[config.mk]
export PLATFORM = sky130hd
export DESIGN_NAME = iqerc_map
export DESIGN_NICKNAME = d
export VERILOG_FILES = /design/src/design/iqerc_pkg.sv /design/src/design/iqerc_map.sv
export SDC_FILE = /design/constraint.sdc
export NUM_CORES = 1
export LEC_CHECK = 0
export BUFFER_PORTS_ARGS = -buffer_cell sky130_fd_sc_hd__buf_2
export CAP_MARGIN = 40
export CORE_ASPECT_RATIO = 1.75
export CORE_MARGIN = 1
export CORE_UTILIZATION = 29
export CTS_CLUSTER_DIAMETER = 60
export DETAILED_ROUTE_END_ITERATION = 8
export SYNTH_ARGS = -nofsm -noshare
export SYNTH_HDL_FRONTEND = slang
export SYNTH_SLANG_ARGS = --single-unit
[constraint.sdc]
create_clock -name clk_i -period 8.7 [get_ports clk_i]
set_clock_uncertainty 0.1 [all_clocks]
set_input_delay 0 -clock clk_i [delete_from_list [all_inputs] [get_ports clk_i]]
set_output_delay 0 -clock clk_i [all_outputs]
set_load 0.02 [all_outputs]
[src/design/iqerc_pkg.sv]
// Package for the IQ envelope root compressor: shared constants.
// No dependencies.
`timescale 1ns / 1ps
package iqerc_pkg;
  localparam int unsigned LevelWidth = 20;
  localparam int unsigned ScaleWidth = 24;
  localparam int unsigned PixelWidth = 8;
  localparam int unsigned SampleWidth = 16;
  localparam int unsigned PowerWidth = 32;
  // Bit pairs resolved by one square-root pipeline stage.
  localparam int unsigned PairsPerStage = 4;
  localparam logic [1:0] RegMinLevel = 2'd0;
  localparam logic [1:0] RegMaxLevel = 2'd1;
  localparam logic [1:0] RegScale = 2'd2;
endpackage

[src/design/iqerc_map.sv]
// Clamp, offset and scale stage: maps the rooted envelope onto an 8-bit pixel.
// Depends on iqerc_pkg.
`timescale 1ns / 1ps
module iqerc_map #(
  parameter int unsigned ROOT_W = 24,
  parameter int unsigned SHIFT = 28
) (
  input  logic clk_i,
  input  logic rst_ni,
  input  logic en_i,
  input  logic valid_i,
  input  logic eob_i,
  input  logic [ROOT_W-1:0] root_i,
  input  logic [iqerc_pkg::LevelWidth-1:0] min_i,
  input  logic [iqerc_pkg::LevelWidth-1:0] max_i,
  input  logic [iqerc_pkg::ScaleWidth-1:0] scale_i,
  output logic valid_o,
  output logic eob_o,
  output logic [iqerc_pkg::PixelWidth-1:0] pixel_o
);
  import iqerc_pkg::*;
  localparam int unsigned PW = LevelWidth + ScaleWidth;

  logic [LevelWidth-1:0] diff_d, diff_q;
  logic [PW-1:0] prod_d, prod_q;
  logic [PW-1:0] lvl;
  logic [1:0] vld_q, eob_q;

  always_comb begin
    logic [ROOT_W+LevelWidth-1:0] r;
    r = (ROOT_W+LevelWidth)'(root_i);
    if (r > (ROOT_W+LevelWidth)'(max_i)) r = (ROOT_W+LevelWidth)'(max_i);
    if (r < (ROOT_W+LevelWidth)'(min_i)) r = (ROOT_W+LevelWidth)'(min_i);
    diff_d = LevelWidth'(r - (ROOT_W+LevelWidth)'(min_i));
  end

  assign prod_d = PW'(diff_q) * PW'(scale_i);
  assign lvl = prod_q >> SHIFT;
  assign pixel_o = (lvl > PW'(255)) ? 8'hFF : lvl[PixelWidth-1:0];

  always_ff @(posedge clk_i or negedge rst_ni) begin
    if (!rst_ni) begin
      vld_q <= '0;
    end else if (en_i) begin
      vld_q <= {vld_q[0], valid_i};
    end
  end
  always_ff @(posedge clk_i) begin
    if (en_i) begin
      eob_q <= {eob_q[0], eob_i};
      diff_q <= diff_d;
      prod_q <= prod_d;
    end
  end
  assign valid_o = vld_q[1];
  assign eob_o = eob_q[1];
endmodule

# Word-level counts from Yosys, hierarchy flattened
# Index checks and enable logic that the tools add are counted.
# W data, S select, Z words.
# word_totals
mem_count	0
output_inout_bits	10
reg_bits	68
mem_bits_ro	0
wordCells	12
inputBits	93
ramBits	0
latch_bits	0
# op_classes
shift	0
muxes	3
multipliers	1
n_eq_ne	0
reduce_logical	0
div_mod_pow	0
magnitude_cmp	3
n_addsub	1
bitwise	0
# op_table
cell	n
$mul A20 B24 Y44	1
$gt A24 B20 Y1	1
$lt A24 B20 Y1	1
$mux W24	1
$mux W20	1
$sub A20 B20 Y20	1
$gt A16 B8 Y1 const B	1
$mux W8	1

# Depth between registers and ports, before layout
# depth
depth_word	5
mapped_depth	31
depth_no_buf	28

# Worst setup path before layout
# No wires, ideal clock.
# synth_timing
path_type	register -> register
from	register diff_q[5]
to	register prod_q[42], data pin
path_stages_with_launch	24
period_less_slack_ps	7121
t_required_ps	8342
setup_ps	258
path_buffers	1
t_arrival_ps	6763
path_slack_ps	1579
cell_sequence	edfxtp_1 -> clkbuf_1 -> nand2_1 -> fa_1 -> inv_1 -> fa_1 -> inv_1 -> fa_1 -> inv_1 -> fa_1 -> fa_1 -> fa_1 -> inv_1 -> fa_1 -> inv_1 -> ha_1 -> nand3_1 -> or4_4 -> or3_1 -> o22ai_2 -> nor3_2 -> o41ai_2 -> o22ai_1 -> xnor2_1
# synth_between
elab_chain_len	1
# synth_lines
item	line	rtl
start, declared	iqerc_map.sv:24	logic [LevelWidth-1:0] diff_d, diff_q;
start signal, assigned	iqerc_map.sv:51	diff_q <= diff_d;
$mul A20 B24 Y44	iqerc_map.sv:37	assign prod_d = PW'(diff_q) * PW'(scale_i);
via prod_d[42]	iqerc_map.sv:25	logic [PW-1:0] prod_d, prod_q;
end signal, assigned	iqerc_map.sv:52	prod_q <= prod_d;
end, declared	iqerc_map.sv:25	
# The timed path passes the listed nets, and every way through them passes these cells.
# A chain may end at the register's enable or synchronous reset.

# Worst setup path after layout
# Same ends and word-level chain as after synthesis.

==> flow_metrics.tcl <==
set metrics [dict create \
    gr-total-overflow 0 \
    hp-class "in -> reg" \
    clk_latency_ns 0.30 \
    dp_hpwl_mm 44.9 \
    violations "design-rule violations" \
    hold_buffers 4 \
    start_kind "flip-flop" \
    synth_cell_type_count 57 \
    multi_input_area_sq_mm 0.0151 \
    grt_pass1_vias 16000 \
    ys_seq_area_share_pct 6.44 \
    setup_violations 0 \
    tns_ns 0 \
    routedWlPerCell_microns 18.4 \
    worstSetupPathType "reg -> reg" \
    crit_path_end_kind "flip-flop" \
    finalCritPeriodShare_pct 90.7 \
    grt_setup_unrepaired "no" \
    ff2ff_path_depth 22 \
    fin_util_pct 31.9 \
    min_from "min_i[0]" \
    drt_iter0_drc 639 \
    avgViaCountPerCell 4.83 \
    die_x_microns 193 \
    synth_flop_cell "edfxtp_1" \
    first_pass_iters 7 \
    dieHeight_microns 336 \
    synthTopCellsByArea "fa_1, ha_1, inv_1" \
    postSynthCellCount 2046 \
    yosys.area.top_type "fa_1" \
    place.gp.congestion 0.935 \
    die-area_sq_mm 0.0648 \
    clock_sinks 40 \
    maxCapViolCount 0 \
    cts_tree "done" \
    slew-limit-headroom_pct 39.0 \
    synth_top_area_share_pct 42.4 \
    setup_ws_ns 0.812 \
    synth_seq_cells 40 \
    avgSynthCellArea_sq_um 9.04 \
    hold_end "diff_q[0]" \
    fmax_mhz 127 \
    hold-worst-slack_ns 0.0195 \
    critical_path.max_fanout 17 \
    yosys_warnings 0 \
    syn_nets 2741 \
    status "finished, violations left" \
    grt_antenna_before_repair 1 \
    syn2layout_area_growth_pct 9.14 \
    worst_path_max_delay_cell "edfxtp_1" \
    io_pins 103 \
    synth-async-reset-ratio_pct 5.00 \
    num_vias 14000 \
    port_buffers 102 \
    cts_inserted_buffers 5 \
    holdPathStages 3 \
    final.fill_count 6683 \
    regArea_sq_mm 0.00119 \
    cp.required_ns 8.66 \
    synth_edf_count 38 \
    cts_setup_buffers 0 \
    start_util_pct 29.3 \
    drc 6 \
    worstPathCellList "nand2_1 > fa_1 > inv_1 > fa_1 > inv_1 > fa_1 > inv_1 > fa_1 > fa_1 > fa_1 > inv_1 > fa_1 > inv_1 > ha_1 > nand3_1 > or4_4 > or3_1 > o22ai_2 > nor3_2 > o41ai_2 > o22ai_1 > xnor2_1" \
    cts.clk_slew.worst_paths_ns 0.07 \
    slew_violations 0 \
    core.rowCount 122 \
    cts_max_level 2 \
    drive_gt1_share_pct 9.27 \
    coreArea_sq_mm 0.0632 \
    r2r_end "prod_q[42]" \
    root_buffer "clkbuf_16" \
    hold_violations 0 \
    cp-startpoint "diff_q[5]" \
    r2r_slack_ns 0.81 \
    grtUsageTotal_pct 17.4 \
    cp_common_cell "fa_1" \
    max_stage_delay_ns 0.92 \
    nNetsFinal 2787 \
    post-route-min-period_ns 7.89 \
    r2r-start "diff_q[5]" \
    grt_pass1_wl_mm 84.6 \
    tightestPinTransition_ns 0.915 \
    syn-cell-area_sq_mm 0.0185 \
    dp_worst_setup_slack_ns 0.812 \
    drt_wl_total_mm 53.4 \
    grt_max_degree 41 \
    clockBufferDepth 2 \
    cp.arrival_ns 7.85 \
    ant_nets 0 \
    cts_resized 0 \
]
==> cell usage after synthesis, types with 2 or more instances <==
cell type	instances
xnor2_1	25
edfxtp_1	38
a21o_1	14
a221oi_1	3
and3_1	2
a211oi_1	11
or3_1	4
a2111oi_0	2
fa_1	392
nand2_1	302
and2_1	207
nor2b_1	4
o31ai_1	3
ha_1	210
nor4_1	4
clkbuf_1	90
a311oi_1	3
o211ai_1	5
buf_2	2
a31oi_1	2
inv_1	485
nor3_1	10
or2_2	12
a21oi_1	46
o21bai_1	5
o22ai_1	2
o21ai_0	29
o21a_1	6
nor2_1	28
nand2b_1	4
o221ai_1	2
dfrtp_1	2
nand4_1	15
nand3_1	8
xor2_1	10
mux2_2	38
==> routing by layer <==
layer  global-route usage, %  share of wire (%)
met1                    16.0                 31
met5                       0              0.024
met2                    35.0                 58
met3                    1.15                3.4
met4                    12.2                7.9
==> worst max-delay path, delay by kind of cell, from the launching register on <==
family / cells / cell delay (ns)
adder cells (fa/ha/maj): 8 / 3.88
XOR/XNOR: 1 / 0.15
flip-flops: 1 / 0.92
buffers and inverters: 5 / 0.29
AND/OR/NAND/NOR: 5 / 1.35
AO/OA/AOI/OAI: 3 / 0.96
==> how the worst max path moves through the flow <==
| stage | to | slack, ns | cells past startpoint |
|---|---|---|---|
| floorplan | prod_q[42] | 1.58 | 23 |
| CTS | prod_q[42] | 0.81 | 22 |
| finish | prod_q[42] | 0.81 | 22 |
| global route | prod_q[42] | 0.43 | 22 |
| detailed placement | prod_q[42] | 0.81 | 22 |
| global placement | prod_q[42] | 0.76 | 22 |
==> logic make-up after synthesis <==
logic type,synth area share (%)
AOI/OAI and AO/OA,4.95
DFF,6.44
and+or+nand+nor,16.2
buffers and inverters,11.7
adders and majority gates,56.6
muxes,2.37
xor gates and xnor gates,1.66
==> registers in the layout (all words and copies together) (netlist names) <==
name and count:
diff_q 20, eob_q 2, prod_q 16, vld_q 2
==> cells in the final DEF, fill, tap and decap left out, drive strengths merged, types with 25 or more instances in the layout <==
cell type	instances
and2	207
ha	210
edfxtp	38
o21ai	29
fa	392
inv	486
nor2	28
a21oi	46
nand2	302
mux2	39
buf	127
xnor2	25
==> cell type report <==
class,count,area share (%)
Timing Repair Buffer,131,4.22
Sequential cell,40,5.90
Clock buffer,5,0.620
Multi-Input combinational cell,1429,75.0
Inverter,485,9.02
Clock inverter,3,0.229
Antenna cell,1,0.0124
Tap cell,806,5.00
==> per-stage QoR <==
stage,instances,instance area (sq um)
after global placement,2877,19800
after global routing,2899,20200
final,2900,20200
after CTS,2899,20200
after floorplan,2046,18500
after detailed placement,2887,20000
Power is left out: the tool's default activity adds up to more than one toggle a clock period on the data nets, which glitch-free logic cannot reach.
