===== config.mk =====
export PLATFORM = sky130hd
export DESIGN_NAME = iqerc_sqrt_pipe
export DESIGN_NICKNAME = d
export VERILOG_FILES = /design/src/design/iqerc_pkg.sv /design/src/design/iqerc_sqrt_pipe.sv
export SDC_FILE = /design/constraint.sdc
export NUM_CORES = 2
export LEC_CHECK = 0
export ABC_AREA = 1
export BUFFER_PORTS_ARGS = -buffer_cell sky130_fd_sc_hd__buf_2
export CAP_MARGIN = 20
export CORE_ASPECT_RATIO = 1.75
export CORE_UTILIZATION = 60
export DETAILED_ROUTE_END_ITERATION = 12
export PLACE_DENSITY = 0.89
export SLEW_MARGIN = 20
export SYNTH_ARGS = -nofsm -noshare
export SYNTH_HDL_FRONTEND = slang
export SYNTH_SLANG_ARGS = --single-unit

===== constraint.sdc =====
create_clock -name clk_i -period 12.1 [get_ports clk_i]
set_input_delay 0.605 -clock clk_i [delete_from_list [all_inputs] [get_ports clk_i]]
set_output_delay 0.605 -clock clk_i [all_outputs]
set_load 0.02 [all_outputs]

===== src/design/iqerc_pkg.sv =====
// Package for the IQ envelope root compressor: shared constants.
// No dependencies.
`timescale 1ns / 1ps
package iqerc_pkg;
  localparam int unsigned LevelWidth = 20;
  localparam int unsigned ScaleWidth = 24;
  localparam int unsigned PixelWidth = 8;
  localparam int unsigned SampleWidth = 16;
  localparam int unsigned PowerWidth = 32;
  // Bit pairs resolved by one square-root pipeline stage.
  localparam int unsigned PairsPerStage = 4;
  localparam logic [1:0] RegMinLevel = 2'd0;
  localparam logic [1:0] RegMaxLevel = 2'd1;
  localparam logic [1:0] RegScale = 2'd2;
endpackage


===== src/design/iqerc_sqrt_pipe.sv =====
// Pipelined restoring square root, floor(sqrt(v * 2^SH)), a few bit pairs per stage.
// Depends on iqerc_pkg for the number of bit pairs per stage.
`timescale 1ns / 1ps
module iqerc_sqrt_pipe #(
  parameter int unsigned IN_W = 32,
  parameter int unsigned SH = 32
) (
  input  logic clk_i,
  input  logic rst_ni,
  input  logic en_i,
  input  logic valid_i,
  input  logic [IN_W-1:0] v_i,
  output logic valid_o,
  output logic [(IN_W+SH+1)/2-1:0] root_o
);
  import iqerc_pkg::*;
  localparam int unsigned NP = (IN_W + SH + 1) / 2;
  localparam int unsigned RW = 2 * NP;
  localparam int unsigned AW = NP + 2;
  localparam int unsigned NS = (NP + PairsPerStage - 1) / PairsPerStage;

  logic [RW-1:0] x_q [1:NS];
  logic [NP-1:0] root_q [1:NS];
  logic [AW-1:0] rem_q [1:NS];
  logic [NS:1] vld_q;

  for (genvar s = 0; s < NS; s++) begin : g_stage
    logic [RW-1:0] x_in;
    logic [NP-1:0] root_in;
    logic [AW-1:0] rem_in;
    logic vld_in;
    logic [RW-1:0] x_d;
    logic [NP-1:0] root_d;
    logic [AW-1:0] rem_d;
    if (s == 0) begin : g_head
      assign x_in = RW'(v_i) << SH;
      assign root_in = '0;
      assign rem_in = '0;
      assign vld_in = valid_i;
    end else begin : g_body
      assign x_in = x_q[s];
      assign root_in = root_q[s];
      assign rem_in = rem_q[s];
      assign vld_in = vld_q[s];
    end
    always_comb begin
      logic [AW-1:0] trial;
      logic [AW-1:0] r;
      trial = '0;
      r = rem_in;
      x_d = x_in;
      root_d = root_in;
      for (int k = 0; k < PairsPerStage; k++) begin
        if (s * PairsPerStage + k < NP) begin
          r = {r[AW-3:0], x_d[RW-1 -: 2]};
          x_d = x_d << 2;
          trial = AW'({root_d, 2'b01});
          root_d = root_d << 1;
          if (r >= trial) begin
            r = r - trial;
            root_d[0] = 1'b1;
          end
        end
      end
      rem_d = r;
    end
    always_ff @(posedge clk_i or negedge rst_ni) begin
      if (!rst_ni) begin
        vld_q[s+1] <= 1'b0;
      end else if (en_i) begin
        vld_q[s+1] <= vld_in;
      end
    end
    always_ff @(posedge clk_i) begin
      if (en_i) begin
        x_q[s+1] <= x_d;
        root_q[s+1] <= root_d;
        rem_q[s+1] <= rem_d;
      end
    end
  end

  assign valid_o = vld_q[NS];
  assign root_o = root_q[NS];
endmodule


== Word level (Yosys, flattened, before mapping) ==
Memory sizes are Yosys's and may differ from the RTL's.
Index checks and enable logic that the tools add are counted.

* Logic and storage cells: 141
* Output and inout port bits: 33
* Memories: 3
* Register bits: 8
* Bits in writable memories: 976
* Bits of input ports: 36

{| class="wikitable"
|+ Memory list
! name !! depth !! width !! rd ports !! clocked after memory_dff !! wr ports !! RTL line !! RTL
|-
| x_q || 8 || 56 || 7 || 0 || 8 || iqerc_sqrt_pipe.sv:22 || <nowiki>logic [RW-1:0] x_q [1:NS];</nowiki>
|-
| rem_q || 8 || 34 || 7 || 0 || 8 || iqerc_sqrt_pipe.sv:24 || <nowiki>logic [AW-1:0] rem_q [1:NS];</nowiki>
|-
| root_q || 8 || 32 || 8 || 0 || 8 || iqerc_sqrt_pipe.sv:23 || <nowiki>logic [NP-1:0] root_q [1:NS];</nowiki>
|}

* Magnitude comparators: 32
* $add $sub $neg: 32
* Mux-type cells: 66

{| class="wikitable"
|+ Operators by type and width
! kind !! count
|-
| 34-bit greater-or-equal comparator || 28
|-
| 32-bit 2-to-1 mux || 24
|-
| 32-bit subtractor || 21
|-
| 34-bit 2-to-1 mux || 8
|-
| 34-bit subtractor || 7
|-
| 34-bit by 3-bit greater-or-equal comparator with 1-bit output || 1
|-
| 34-bit by 4-bit greater-or-equal comparator with 1-bit output || 1
|-
| 34-bit by 5-bit greater-or-equal comparator with 1-bit output || 1
|-
| 1-bit 2-to-1 mux || 34
|-
| 34-bit by 5-bit subtractor with 34-bit output || 1
|-
| 32-bit by 3-bit subtractor with 32-bit output || 1
|-
| 32-bit by 4-bit subtractor with 32-bit output || 1
|-
| 2-bit by 1-bit subtractor with 3-bit output (second input constant) || 1
|-
| 2-bit by 1-bit greater-or-equal comparator with 1-bit output (second input constant) || 1
|}

== Longest topological paths before layout ==
An unclocked memory read counts as a cell.

* Depth after elaboration: 9
* Gate-level depth with buffers: 88
* Gate-level depth less buffers: 82

== Least setup slack after synthesis ==
OpenSTA, ideal clock, no wires.

* Path kind: reg-to-reg
* Start: reg root_q[0][192] (netlist name)
* End: reg rem_q[0][249] (netlist name)
* Path slack: 341 ps
* Required time: 11838 ps
* Path buffers: 7
* Stages on the path, launching flop included: 88
* Arrival: 11497 ps
* Setup time: 262 ps
* Clock period less this slack: 11759 ps
* Cells stage by stage: edfxtp_1 inv_1 ha_1 inv_1 fa_1 o21ai_1 a21oi_1 inv_1 a21oi_1 o21ai_1 nand3_1 nand2_1 inv_1 buf_2 clkbuf_1 o21ai_0 inv_1 ha_1 [... 52 more ...] inv_1 o21bai_1 a21oi_1 nor2_1 o21ai_0 nand2_1 nand3_1 nand2_1 a21oi_1 o21ai_0 nand2_1 nand3_1 nor2_1 nand2_1 clkinv_1 buf_2 nand2_1 o21ai_0

==> metrics <==
Routability Congestion=1.168; Root Buffer=clkbuf_16; Mean Syn Cell Area=roughly 6.3 um^2; die area=roughly 100000 um^2; TritonCTS clock tree=built; Async SR Flop Fraction=0.01900; most frequent CP cell=nand2_1; slowest CP cell=o21ai_0; Crit path depth=between 60 and 70; critical path class=reg2reg; Syn Inst Count=around 9600; # port buffers=68; fin area=64720 um^2; worst-skew pair later-pin latency=just over 0.7 ns; Final nets=approximately 10000; sequential fraction of the synthesis area=0.2083; endpoints failing setup=0; top cells by area, synth=edfxtp_1 21%, nand2_1 17%, ha_1 11%; status=finished clean; Area after DPL=around 62000 um^2; number of global-route vias before repair=around 66000; Core Area=99550 um^2; Synth area leader=edfxtp_1; Final period util=0.9589; initial DRC count=between 5000 and 6000; Synth Register Bits=around 420; Post-Route WL=258.1 mm; total track usage=0.4974; chip height=422.0 um; max-slew violations=0; hold path start=v_i[3]; placement row count=around 150; fill cell count=9442; CP bufs+invs=12; Worst Skew=0.05653 ns; clk sink count=between 400 and 500; Netlist cell types=75; top_reg_cell synth=edfxtp_1; largest net degree at the start of global routing=between 150 and 200; CP max stage delay=between 0.7 and 0.8 ns; RR Endpoint=rem_q[0][201]$_DFFE_PP_; routed vias/inst=6.172; initial antenna violation count=20; global-route wire length before repair=384.4 mm; Chip Width=approximately 240 um; CP top delay family=simple AND/OR/NAND/NOR gates; DRC viols=0; antenna violation net count after detailed routing=0; YS warnings=0; Critical Path RT=~13 ns; drt first pass iters=9; maxcap violations=0; measured slew at the worst slew-check pin=approximately 1.3 ns; layout cells sized above 1=0.08438; endpoints failing hold=0; Register-to-Register Path Depth=~70; H-tree depth=2; Longest Clk Path Bufs=3; Reg clk slew, reported paths=~0.080 ns; Cell Area, Synth=between 60000 and 70000 um^2; Starting Density=0.6076; Vias=between 60000 and 70000; dpl hpwl=a little over 200 mm; reg2reg setup slack=around 0.5 ns; nature of the critical path endpoint=register; post-synth top area share=0.2050; Area Growth Syn to Fin=6.992%; number of synthesized flops with an enable pin=between 400 and 500; Slew HR=0.1532; Worst Hold Path Cells=1; remaining global-route overflow=0; CTS buffer count=45; Worst EP arrival=between 10 and 15 ns; worst-path maximum fanout=31; Fmax=roughly 0.086 GHz; Tmin final=about 12 ns; I/O pin count=a little under 70; Reg-to-Reg Start=root_q[0][128]$_DFFE_PP_; DR WL/cell=23.36 um; Hold EP=x_q[0][91]$_DFFE_PP_; worst hold path class=in2reg; Startpoint Class=register
-- synthesized netlist by cell type, drive strengths merged, types with 49 or more instances --
cell    count
or2        49
ha        525
edfxtp    413
xor2      227
nand4     201
nand3b     85
nor2     1119
inv      1305
a21oi     615
nand2    2840
xnor2     228
nand3     691
buf        65
o21ai     698
nor3      130
clkbuf     67
-- what timing repair did --
| action | CTS | global route |
|---|---|---|
| hold buffers | 1 | 0 |
| pin swaps | 1 | 13 |
| buffers inserted | 3 | 28 |
| resized for setup | 20 | 106 |
| endpoints found under the setup margin | 60 | 97 |
| endpoints found under the hold margin | 8 | 0 |
| cloned | 1 | 4 |
-- routing by layer --
metal,up-vias,GRT usage,wire (um)
met4,8,0.6402,40560
met1,30600,0.4111,74680
met3,1906,0.1672,23330
li1,31840,-,-
met5,-,0.005218,118
met2,3848,0.8341,119400
-- metrics by stage --
stage | instances | setup slack [ns] | hold slack (ns) | TNS (ns) | util
2_1_floorplan | 9561 | 0.3407 | 0.3094 | 0 | -
3_3_place_gp | 10910 | -0.4077 | 0.4034 | -3.304 | 0.6270
3_5_place_dp | 10910 | -0.6483 | 0.4045 | -15.95 | 0.6270
4_1_cts | 11000 | 0.03250 | 0.08926 | 0 | 0.6430
5_1_grt | 11040 | -0.2825 | 0.08121 | -2.889 | 0.6498
6_report | 11050 | 0.4974 | 0.07803 | 0 | 0.6501
-- layout by cell type (no fill, tap or decap), drive strengths merged, types with 85 or more instances in the layout --
cell type  netlist  final
edfxtp         413    413
nor3           130    130
buf             65    203
nand3          691    691
a21oi          615    615
o21ai          698    698
inv           1305   1310
xor2           227    227
xnor2          228    228
ha             525    525
nand3b          85     85
nor2          1119   1119
nand4          201    201
nand2         2840   2840
-- layout make-up --
type / count / area [um^2] / share of cell area
Antenna cell: 14 / 35.03 / 0.0005413
Clock buffer: 45 / 1126 / 0.01740
Clock inverter: 34 / 376.6 / 0.005819
Inverter: 1314 / 4972 / 0.07683
Multi-Input combinational cell: 7694 / 42450 / 0.6559
Sequential cell: 421 / 12600 / 0.1947
Tap cell: 1317 / 1648 / 0.02546
Timing Repair Buffer: 205 / 1474 / 0.02277
Timing Repair inverter: 5 / 36.28 / 0.0005607
-- registers in the layout, indices dropped and copies added, names as in the netlist --
signal,flops
rem_q,221
root_q,144
x_q,48
g_stage.vld_in,7
valid_o,1
-- worst max path at each step --
| stage | startpoint | slack (ns) | endpoint |
|---|---|---|---|
| after floorplan | root_q[0][192]$_DFFE_PP_ | 0.34 | rem_q[0][249]$_DFFE_PP_ |
| after global placement | root_q[0][160]$_DFFE_PP_ | -0.41 | rem_q[0][209]$_DFFE_PP_ |
| after detailed placement | root_q[0][160]$_DFFE_PP_ | -0.65 | rem_q[0][210]$_DFFE_PP_ |
| after CTS | root_q[0][160]$_DFFE_PP_ | 0.03 | rem_q[0][215]$_DFFE_PP_ |
| after global routing | root_q[0][239]$_DFFE_PP_ | -0.28 | root_q[0][256]$_DFFE_PP_ |
| final | root_q[0][128]$_DFFE_PP_ | 0.50 | rem_q[0][201]$_DFFE_PP_ |
-- cell families (layout without fill, tap and decap cells) --
group | Yosys count | count (layout) | synth area share
AND/OR/NAND/NOR | 5162 | 5162 | 0.3816
other | 1 | 18 | 0.00006200
flip-flops | 421 | 421 | 0.2083
XOR/XNOR | 455 | 455 | 0.06588
AO/OA/AOI/OAI | 1543 | 1543 | 0.1383
buffers and inverters | 1446 | 1603 | 0.09559
adder cells (fa/ha/maj) | 530 | 530 | 0.1103
Power is not shown: default switching activity piles up to over one toggle a cycle in this logic, so the estimate is an artifact.
